File: config.mk
export PLATFORM = sky130hd
export DESIGN_NAME = vmm_ctrl
export DESIGN_NICKNAME = d
export VERILOG_FILES = /design/src/rtl/core/vmm_pkg.sv /design/src/rtl/core/vmm_ctrl.sv
export SDC_FILE = /design/constraint.sdc
export NUM_CORES = 1
export LEC_CHECK = 0
export BUFFER_PORTS_ARGS = -buffer_cell sky130_fd_sc_hd__buf_4
export CAP_MARGIN = 40
export CELL_PAD_IN_SITES_DETAIL_PLACEMENT = 0
export CELL_PAD_IN_SITES_GLOBAL_PLACEMENT = 1
export CORE_ASPECT_RATIO = 0.5
export CORE_MARGIN = 5
export CORE_UTILIZATION = 35
export DETAILED_ROUTE_END_ITERATION = 12
export HOLD_SLACK_MARGIN = 0.06
export PLACE_DENSITY = 0.77
export RECOVER_POWER = 25
export SYNTH_ARGS = -nofsm -noshare
export SYNTH_HDL_FRONTEND = slang
export SYNTH_SLANG_ARGS = --single-unit
File: constraint.sdc
create_clock -name clk -period 1.87 [get_ports clk]
set_clock_uncertainty 0.15 [all_clocks]
set_input_delay 0.2805 -clock clk [delete_from_list [all_inputs] [get_ports clk]]
set_output_delay 0.2805 -clock clk [all_outputs]
set_load 0.005 [all_outputs]
File: src/rtl/core/vmm_pkg.sv
// Shared types and constants of the vector-times-matrix unit.
`default_nettype none

package vmm_pkg;

  typedef enum logic [1:0] {
    ACT_WR_MAT  = 2'd0,
    ACT_WR_VEC  = 2'd1,
    ACT_COMPUTE = 2'd2
  } action_t;

  localparam int SIZE_W = 5;
  localparam logic [SIZE_W-1:0] SIZE_RESET = 5'd16;

  localparam logic signed [31:0] Q_MAX = 32'sh7FFF_FFFF;
  localparam logic signed [31:0] Q_MIN = 32'sh8000_0000;

  // Commands from the controller to the datapath.
  typedef struct packed {
    logic wr_mat;
    logic wr_vec;
    logic rd_en;
    logic first;
    logic last_term;
    logic load_out;
    logic out_last;
  } cmd_t;

  // Status from the datapath to the controller.
  typedef struct packed {
    logic acc_ready;
    logic out_free;
  } status_t;

endpackage

`default_nettype wire

File: src/rtl/core/vmm_ctrl.sv
// Controller: load decoding, size register and the compute sequencer.
`default_nettype none

module vmm_ctrl #(
  parameter int MAX_SIZE = 16,
  localparam int IDX_W = (MAX_SIZE > 1) ? $clog2(MAX_SIZE) : 1
) (
  input  wire logic                        clk,
  input  wire logic                        rst,
  input  wire logic                        in_valid,
  output logic                             in_stall,
  input  wire logic [1:0]                  action,
  input  wire logic [3:0]                  row,
  input  wire logic [3:0]                  col,
  input  wire logic                        cfg_write,
  input  wire logic [vmm_pkg::SIZE_W-1:0]  cfg_data,
  input  wire vmm_pkg::status_t            status,
  output vmm_pkg::cmd_t                    cmd,
  output logic [IDX_W-1:0]                 rd_j,
  output logic [IDX_W-1:0]                 rd_i
);

  typedef enum logic [1:0] {
    S_IDLE,
    S_RUN,
    S_WAIT
  } state_t;

  state_t                     state;
  logic [vmm_pkg::SIZE_W-1:0] size_in_use;
  logic [IDX_W-1:0]           n_m1;
  logic [IDX_W-1:0]           n_m1_next;
  logic                       row_ok;
  logic                       col_ok;
  logic                       take;

  assign in_stall = (state != S_IDLE);
  assign take     = in_valid && (state == S_IDLE);
  assign row_ok   = (32'(row) < MAX_SIZE);
  assign col_ok   = (32'(col) < MAX_SIZE);

  // A size of zero acts as one, and a size above the store acts as the store.
  always_comb begin
    if (size_in_use == '0) begin
      n_m1_next = '0;
    end else if (32'(size_in_use) > MAX_SIZE) begin
      n_m1_next = IDX_W'(MAX_SIZE - 1);
    end else begin
      n_m1_next = IDX_W'(size_in_use - 5'd1);
    end
  end

  always_comb begin
    cmd = '0;
    if (take) begin
      case (action)
        vmm_pkg::ACT_WR_MAT: cmd.wr_mat = row_ok && col_ok;
        vmm_pkg::ACT_WR_VEC: cmd.wr_vec = row_ok;
        default: ;
      endcase
    end
    cmd.rd_en     = (state == S_RUN);
    cmd.first     = (rd_j == '0);
    cmd.last_term = (rd_j == n_m1);
    cmd.load_out  = (state == S_WAIT) && status.acc_ready && status.out_free;
    cmd.out_last  = (rd_i == n_m1);
  end

  always_ff @(posedge clk) begin
    if (rst) begin
      state       <= S_IDLE;
      size_in_use <= vmm_pkg::SIZE_RESET;
      n_m1        <= '0;
      rd_j        <= '0;
      rd_i        <= '0;
    end else begin
      if (cfg_write) begin
        size_in_use <= cfg_data;
      end
      case (state)
        S_IDLE: begin
          if (take && (action == vmm_pkg::ACT_COMPUTE)) begin
            n_m1  <= n_m1_next;
            rd_j  <= '0;
            rd_i  <= '0;
            state <= S_RUN;
          end
        end
        S_RUN: begin
          if (rd_j == n_m1) begin
            rd_j  <= '0;
            state <= S_WAIT;
          end else begin
            rd_j <= rd_j + 1'b1;
          end
        end
        S_WAIT: begin
          if (cmd.load_out) begin
            if (rd_i == n_m1) begin
              state <= S_IDLE;
            end else begin
              rd_i  <= rd_i + 1'b1;
              state <= S_RUN;
            end
          end
        end
        default: state <= S_IDLE;
      endcase
    end
  end

endmodule

`default_nettype wire

**After elaboration in Yosys (flattened, before gate mapping)**

Cells that the tools add are included.

- Register bits: 19
- Input bits: 21
- Output and inout bits: 16
- Logic and storage cells: 50

- Add/subtract/negate cells: 3
- Order comparisons: 1
- Equality and inequality tests: 10
- Mux-type cells: 16
- Reduce and logical (&&, ||, !) cells: 15

Operators with widths:

| operator | count |
|---|---|
| $mux W4 | 6 |
| $pmux W4 S2 | 2 |
| $add A4 B1 Y4 const B | 2 |
| $eq A4 B4 Y1 | 2 |
| $mux W2 | 4 |
| $ne A2 B2 Y1 const B | 3 |
| $pmux W2 S3 | 1 |
| $reduce_bool A2 Y1 | 3 |
| $gt A5 B5 Y1 const B | 1 |
| $logic_not A5 Y1 | 1 |
| $eq A2 B1 Y1 const B | 2 |
| $eq A2 B2 Y1 const B | 2 |
| $logic_and A1 B1 Y1 | 4 |
| $logic_not A2 Y1 | 2 |
| $logic_not A4 Y1 | 1 |
| $reduce_and A2 Y1 | 2 |
| $reduce_and A4 Y1 | 1 |
| $sub A4 B1 Y4 const B | 1 |
| $mux W1 | 3 |
| $reduce_and A3 Y1 | 1 |
| $ne A2 B1 Y1 const B | 1 |

**Longest topological paths before layout**

Gate-level depths: netlist of the first run.

- Depth in word-level cells: 5
- Gate-level depth with buffers: 6

**Worst setup path after synthesis of the first run**

Ideal clock, no wire load.

- Kind: reg2reg
- Start: register size_in_use[0] in the netlist's numbering
- End: register n_m1[1]
- Setup time: 0.131 ns
- Data arrival time: 1.430 ns
- Required time: 1.589 ns
- Setup slack: 0.160 ns
- Cell stages (with the launch flop): 7
- Clock period less this slack: 1.710 ns
- Cells stage by stage: dfxtp_1 -> inv_1 -> ha_1 -> or3b_1 -> maj3_1 -> nor2_1 -> nor3_1

- Longest elaborated chain between the ends: 3
- Elaborated cells between the ends (all ways): 5

Ends and longest elaborated chain:

| item | line | source |
|---|---|---|
| start: declaration | vmm_ctrl.sv:30 | `logic [vmm_pkg::SIZE_W-1:0] size_in_use;` |
| start signal: assignment | vmm_ctrl.sv:72 | `size_in_use <= vmm_pkg::SIZE_RESET;` |
| start signal: assignment | vmm_ctrl.sv:78 | `size_in_use <= cfg_data;` |
| $sub A4 B1 Y4 or $gt A5 B5 Y1 (tied branches) | vmm_ctrl.sv:49, vmm_ctrl.sv:46 |  |
| $mux W4 | vmm_ctrl.sv:46 | `end else if (32'(size_in_use) > MAX_SIZE) begin` |
| $mux W4 (*) | vmm_ctrl.sv:44 | `if (size_in_use == '0) begin` |
| end signal: assignment | vmm_ctrl.sv:83 | `n_m1 <= n_m1_next;` |
| end: declaration | vmm_ctrl.sv:31 | `logic [IDX_W-1:0] n_m1;` |

Every way passes the cells marked *; elsewhere a longest branch is shown, timed or not.
A chain may end at the register's enable or synchronous reset.

==> impl_metrics.env, run 1 <==
export IMPL_path_cells="xor2_1, nor4_2, buf_4"
export IMPL_drc_errors=0
export IMPL_ant_nets=0
export IMPL_synth_top_area_frac=0.351
export IMPL_yosysWarnings=0
export IMPL_synth_compound_area_frac=0.130
export IMPL_fill_cells=322
export IMPL_p_sw_mw=0.249
export IMPL_clk_path_buf_depth=2
export IMPL_antenna_found_initial=0
export IMPL_drv_slew=0
export IMPL_ys_top_cells_by_area="dfxtp_1 35%, mux2i_1 5.5%, nor2_1 5.2%, ha_1 4.6%, nand2_1 4.5%"
export IMPL_hold_path_depth=2
export IMPL_p_sw_frac=0.272
export IMPL_drtPass1Iterations=4
export IMPL_vias_per_cell=4.87
export IMPL_netlist_area_mm2=0.00108
export IMPL_cts_clk_slew_worst_paths_ns=0.08
export IMPL_place_congestion=0.718
export IMPL_timing_rr_end="n_m1[0]"
export IMPL_worstPathRequired_ns=1.44
export IMPL_io_pins=37
export IMPL_combPwrFrac=0.198
export IMPL_yosysMostFrequentCell="dfxtp_1"
export IMPL_dpl_cell_count=199
export IMPL_synthAdderAreaFrac=0.0646
export IMPL_cts_buffers=3
export IMPL_die_h_um=49.4
export IMPL_drive_gt1_frac=0.252
export IMPL_drt_initial_drc_count=55
export IMPL_tritoncts="built"
export IMPL_synth_nets=156
export IMPL_hold_path_end="size_in_use[4]"
export IMPL_io_buffer_count=28
export IMPL_synthMuxAreaShare=0.0657
export IMPL_ys_seq_elements=19
export IMPL_grt_pass1_wl_um=3930
export IMPL_p_clk_frac=0.321
export IMPL_synthXorXnorAreaFrac=0.0646
export IMPL_grt_usage=0.114
export IMPL_endpoint_kind="output pin"
export IMPL_num_rows=14
export IMPL_leakage_nw=0.592
export IMPL_synth_edff_count=0
export IMPL_worstPathArrival_ns=1.32
export IMPL_synthSimpleGateAreaFrac=0.276
export IMPL_rsz0062_at_grt="false"
export IMPL_cp_start_kind="flip-flop"
export IMPL_clock_sinks=19
export IMPL_cts_setup_buffers=0
export IMPL_relSlewSlack=0.744
export IMPL_synth_distinct_cells=40
export IMPL_setup_tns_ns=0
export IMPL_cts_root_buffer="clkbuf_8"
export IMPL_dieArea_mm2=0.00438
export IMPL_yosysTopAreaCell="dfxtp_1"
export IMPL_dp_hpwl_um=1870
export IMPL_avgSynthCellArea_um2=8.28
export IMPL_hold_class="in -> reg"
export IMPL_path_class="reg -> out"
export IMPL_ys_seq_area_frac=0.351
export IMPL_synthArstFlopShare=0
export IMPL_period_minus_slack_ns=1.76
export IMPL_max_freq_mhz=570
export IMPL_timing_final_crit_share=0.939
export IMPL_timing_rr_start="size_in_use[0]"
export IMPL_synthFlopType="dfxtp_1"
export IMPL_setup_reg_to_reg_worst_slack_ns=0.12
export IMPL_syn_to_final_growth_pct=30.0
export IMPL_start_util=0.362
export IMPL_hold_viol=0
export IMPL_intPower_mw=0.665
export IMPL_wirelength_um=2460
export IMPL_slowest_delay_ns=0.47
export IMPL_num_antenna_cells=0
export IMPL_cp_slowest_cell="dfxtp_1"
export IMPL_die_w_um=88.7
export IMPL_clock_latency_ns=0.26
export IMPL_final_cells=203
export IMPL_min_delay_start="cfg_data[4]"
export IMPL_vias=988
export IMPL_finalSetupViolations=0
export IMPL_synth_top_family_by_area="simple AND/OR/NAND/NOR gates"
export IMPL_synthTopCellsByCount="19 x dfxtp_1, 15 x nor2_1, 13 x nand2_1, 9 x inv_1"
export IMPL_seq_power_share=0.481
export IMPL_reg2reg_depth=6
export IMPL_coreArea_mm2=0.00300
export IMPL_ir_drop_uv=316
export IMPL_run_status="finished clean"
export IMPL_max_cap_viol_count=0
export IMPL_h_tree_depth=1
export IMPL_fin_nets=189
export IMPL_path_max_fanout=7
export IMPL_grt_max_degree=21
export IMPL_syn_inst=131
export IMPL_power_density_mw_per_mm2=648
export IMPL_grt_pass1_vias=871
export IMPL_routedWlPerCell_um=12.1
export IMPL_overflow=0
export IMPL_tightest_slew_ns=0.385
-- metrics by stage --
stage          utilization  setup slack (ns)  hold slack (ns)  power (mW)  instance area, um^2
2_1_floorplan            -             0.160            0.253       0.551                 1080
3_3_place_gp         0.453             0.143            0.337       0.627                 1360
3_5_place_dp         0.453             0.126            0.343       0.628                 1360
4_1_cts              0.468            0.0562           0.0729       0.922                 1400
5_1_grt              0.471            0.0190           0.0776       0.956                 1410
6_report             0.471             0.115           0.0778       0.914                 1410
-- logic make-up (layout without fill, tap and decap cells) --
kind of cell | after synthesis | after routing
and+or+nand+nor | 57 | 57
xor gates and xnor gates | 8 | 8
buffers and inverters | 13 | 45
muxes | 7 | 7
DFF | 19 | 19
AOI/OAI and AO/OA | 21 | 21
adders and majority gates | 6 | 6
-- cell type report --
class                           count  area, um^2  share of cell area
Inverter                            9        33.8              0.0240
Sequential cell                    19         383               0.272
Multi-Input combinational cell     99         658               0.467
Timing Repair Buffer               32         240               0.170
Tap cell                           40        50.0              0.0355
Clock buffer                        4        45.0              0.0319
-- layer usage --
metal / vias up / wire [um] / GRT usage
met2: 23 / 1060 / 0.161
met4: 0 / 19 / 0.0377
met5: - / 0 / 0
met1: 442 / 1230 / 0.159
met3: 2 / 151 / 0.0371
li1: 521 / - / -
-- flip-flops by register name (all words and copies together), names as in the netlist --
name and count:
size_in_use 5, n_m1 4, rd_i 4, rd_j 4, state 2
-- worst max-delay path: cells and delay by family (launching register included) --
| family | cells | cell delay, ns |
|---|---|---|
| xor+xnor | 1 | 0.14 |
| buf+inv | 1 | 0.17 |
| flops | 1 | 0.47 |
| simple gates | 1 | 0.29 |
-- worst max-delay path by stage --
stage	startpoint	endpoint	slack (ns)	cells after the start
2_1_floorplan	size_in_use[0]	n_m1[1]	0.16	6
3_3_place_gp	size_in_use[0]	n_m1[1]	0.14	6
3_5_place_dp	size_in_use[0]	n_m1[1]	0.13	6
4_1_cts	rd_j[2]	cmd[2]	0.06	3
5_1_grt	rd_j[2]	cmd[2]	0.02	3
6_report	rd_j[2]	cmd[2]	0.11	3
-- what timing repair did --
item / 4_1_cts / 5_1_grt
hold buffers: 0 / 0
endpoints found under the setup margin: 0 / 2
gates resized for setup: 0 / 3
-- power by group through the flow --
| stage | clock [mW] | combinational, mW | sequential [mW] |
|---|---|---|---|
| 6_report | 0.293 | 0.181 | 0.440 |
| 5_1_grt | 0.312 | 0.202 | 0.443 |
| 4_1_cts | 0.303 | 0.179 | 0.440 |
| 3_3_place_gp | 0 | 0.178 | 0.449 |
| 2_1_floorplan | 0 | 0.106 | 0.445 |
| 3_5_place_dp | 0 | 0.179 | 0.449 |
-- placed cells by master, fill, tap and decap left out, drive strengths merged, types with 3 or more instances in the layout --
| cell | n |
|---|---|
| nor3 | 6 |
| nor2 | 15 |
| nor2b | 3 |
| a21oi | 7 |
| inv | 9 |
| nand2 | 13 |
| ha | 4 |
| buf | 31 |
| nand3 | 4 |
| mux2i | 6 |
| nor3b | 3 |
| xnor2 | 4 |
| xor2 | 4 |
| dfxtp | 19 |
| clkbuf | 5 |
| a31oi | 5 |
Note: power is estimated with default switching activity, not from simulation.
==> run 2, diff against run 1 <==
==> constraint.sdc (replaced) <==
create_clock -name clk -period 1.87 [get_ports clk]
set_clock_uncertainty 0.15 [all_clocks]
set_input_delay 0.374 -clock clk [delete_from_list [all_inputs] [get_ports clk]]
set_output_delay 0.374 -clock clk [all_outputs]
set_load 0.005 [all_outputs]
==> run 2 against run 1 <==
Net effect:
- clock-buffer cell count is 1 lower
- setup slack worse by 0.078 ns
- register-to-register slack hardly changed
- critical path type unchanged
==> impl_metrics.env, run 2 (synthesized netlist as in run 1, its figures left out) <==
export IMPL_grt_pass1_vias=883
export IMPL_die_w_um=88.7
export IMPL_layout_common_cells="37 x buf_4, 15 x nor2_1, 13 x nand2_1, 10 x dfxtp_1, 8 x inv_1"
export IMPL_cts_buffers=3
export IMPL_routed_wl_met2_um=1150
export IMPL_drv_slew=0
export IMPL_fin_nets=195
export IMPL_vias_per_cell=4.87
export IMPL_drt_met1_wl_um=1310
export IMPL_fin_ws_ns=0.0365
export IMPL_h_tree_depth=1
export IMPL_io_pins=37
export IMPL_worstPathRequired_ns=1.35
export IMPL_syn_to_final_growth_pct=37.4
export IMPL_coreArea_mm2=0.00300
export IMPL_wl_met3_um=123
export IMPL_largest_register="size_in_use"
export IMPL_vias=1017
export IMPL_num_rows=14
export IMPL_run_status="finished clean"
export IMPL_cp_start_kind="flip-flop"
export IMPL_die_h_um=49.4
export IMPL_path_max_fanout=3
export IMPL_drc_errors=0
export IMPL_dp_hpwl_um=1910
export IMPL_grt_usage=0.120
export IMPL_dpl_cell_count=201
export IMPL_max_cap_viol_count=0
export IMPL_place_congestion=0.717
export IMPL_routedWlPerCell_um=12.4
export IMPL_io_buffer_count=28
export IMPL_clock_latency_ns=0.26
export IMPL_setup_tns_ns=0
export IMPL_grt_max_degree=21
export IMPL_ir_drop_uv=325
export IMPL_power_density_mw_per_mm2=630
export IMPL_drt_initial_drc_count=51
export IMPL_start_util=0.362
export IMPL_tritoncts="built"
export IMPL_layout_commonest_cell="buf_4"
export IMPL_clock_sinks=19
export IMPL_finalSetupViolations=0
export IMPL_hold_class="in -> reg"
export IMPL_rsz0062_at_grt="true"
export IMPL_num_antenna_cells=0
export IMPL_worstPathArrival_ns=1.31
export IMPL_fin_util=0.497
export IMPL_cts_root_buffer="clkbuf_8"
export IMPL_drtPass1Iterations=4
export IMPL_ant_nets=0
export IMPL_period_minus_slack_ns=1.83
export IMPL_clk_path_buf_depth=2
export IMPL_path_class="reg -> out"
export IMPL_dieArea_mm2=0.00438
export IMPL_overflow=0
export IMPL_detailedPlace_worstSlack_ns=0.126
export IMPL_antenna_found_initial=0
export IMPL_timing_final_crit_share=0.980
export IMPL_drive_gt1_frac=0.349
export IMPL_endpoint_kind="output pin"
export IMPL_top_layer="met4"
export IMPL_leakage_nw=0.631
export IMPL_relSlewSlack=0.746
export IMPL_largest_register_ffs=5
export IMPL_max_freq_mhz=545
export IMPL_hold_viol=0
export IMPL_cts_clk_slew_worst_paths_ns=0.07
export IMPL_tightest_slew_ns=0.381
export IMPL_final_cells=209
export IMPL_wirelength_um=2600
export IMPL_grt_pass1_wl_um=4130
-- run 2: repair_timing --
| item | in CTS | in global routing |
|---|---|---|
| hold endpoints to repair | 0 | 0 |
| hold buffers | 0 | 0 |
| endpoints found under the setup margin | 1 | 3 |
| resized for setup | 1 | 16 |
| buffers inserted | 0 | 4 |
| pin swaps | 1 | 3 |
-- run 2: final timing paths --
kind,start,endpoint,slack (ns),depth (start not counted)
setup reg to reg,size_in_use[0],n_m1[1],0.11,6
hold reg to reg,n_m1[3],n_m1[3],0.34,2
setup / recovery,n_m1[2],cmd[2],0.04,4
hold / removal,cfg_data[4],size_in_use[4],0.16,2
-- run 2: final cells by class --
type | instances | area (um^2)
Multi-Input combinational cell | 99 | 674
Inverter | 9 | 33.8
Timing Repair Buffer | 38 | 289
Clock inverter | 1 | 5.00
Sequential cell | 19 | 397
Tap cell | 40 | 50.0
Clock buffer | 3 | 41.3
Fill cell | 309 | 1510
-- run 2: worst max-delay path: stages, from the launching register on --
cell	delay, ns
dfxtp_4	0.37
xor2_2	0.18
nor4_2	0.26
buf_4	0.15
buf_6	0.08
-- run 2: metrics by stage --
stage / cell area [um^2] / hold slack [ns] / power (mW)
floorplan: 1080 / 0.323 / 0.551
global placement: 1370 / 0.353 / 0.634
detailed placement: 1370 / 0.352 / 0.635
CTS: 1420 / 0.159 / 0.934
global route: 1490 / 0.159 / 0.995
finish: 1490 / 0.165 / 0.938
-- run 2: per-layer routing --
metal	global-route usage	vias to the layer above
met2	0.165	20
met4	0.0352	0
met5	0	-
met3	0.0354	3
li1	-	533
met1	0.178	461
-- run 2: power breakdown --
| part | internal [mW] | total [mW] | switching, mW |
|---|---|---|---|
| combinational | 0.109 | 0.201 | 0.0928 |
| sequential | 0.419 | 0.440 | 0.0205 |
| clock | 0.149 | 0.297 | 0.149 |
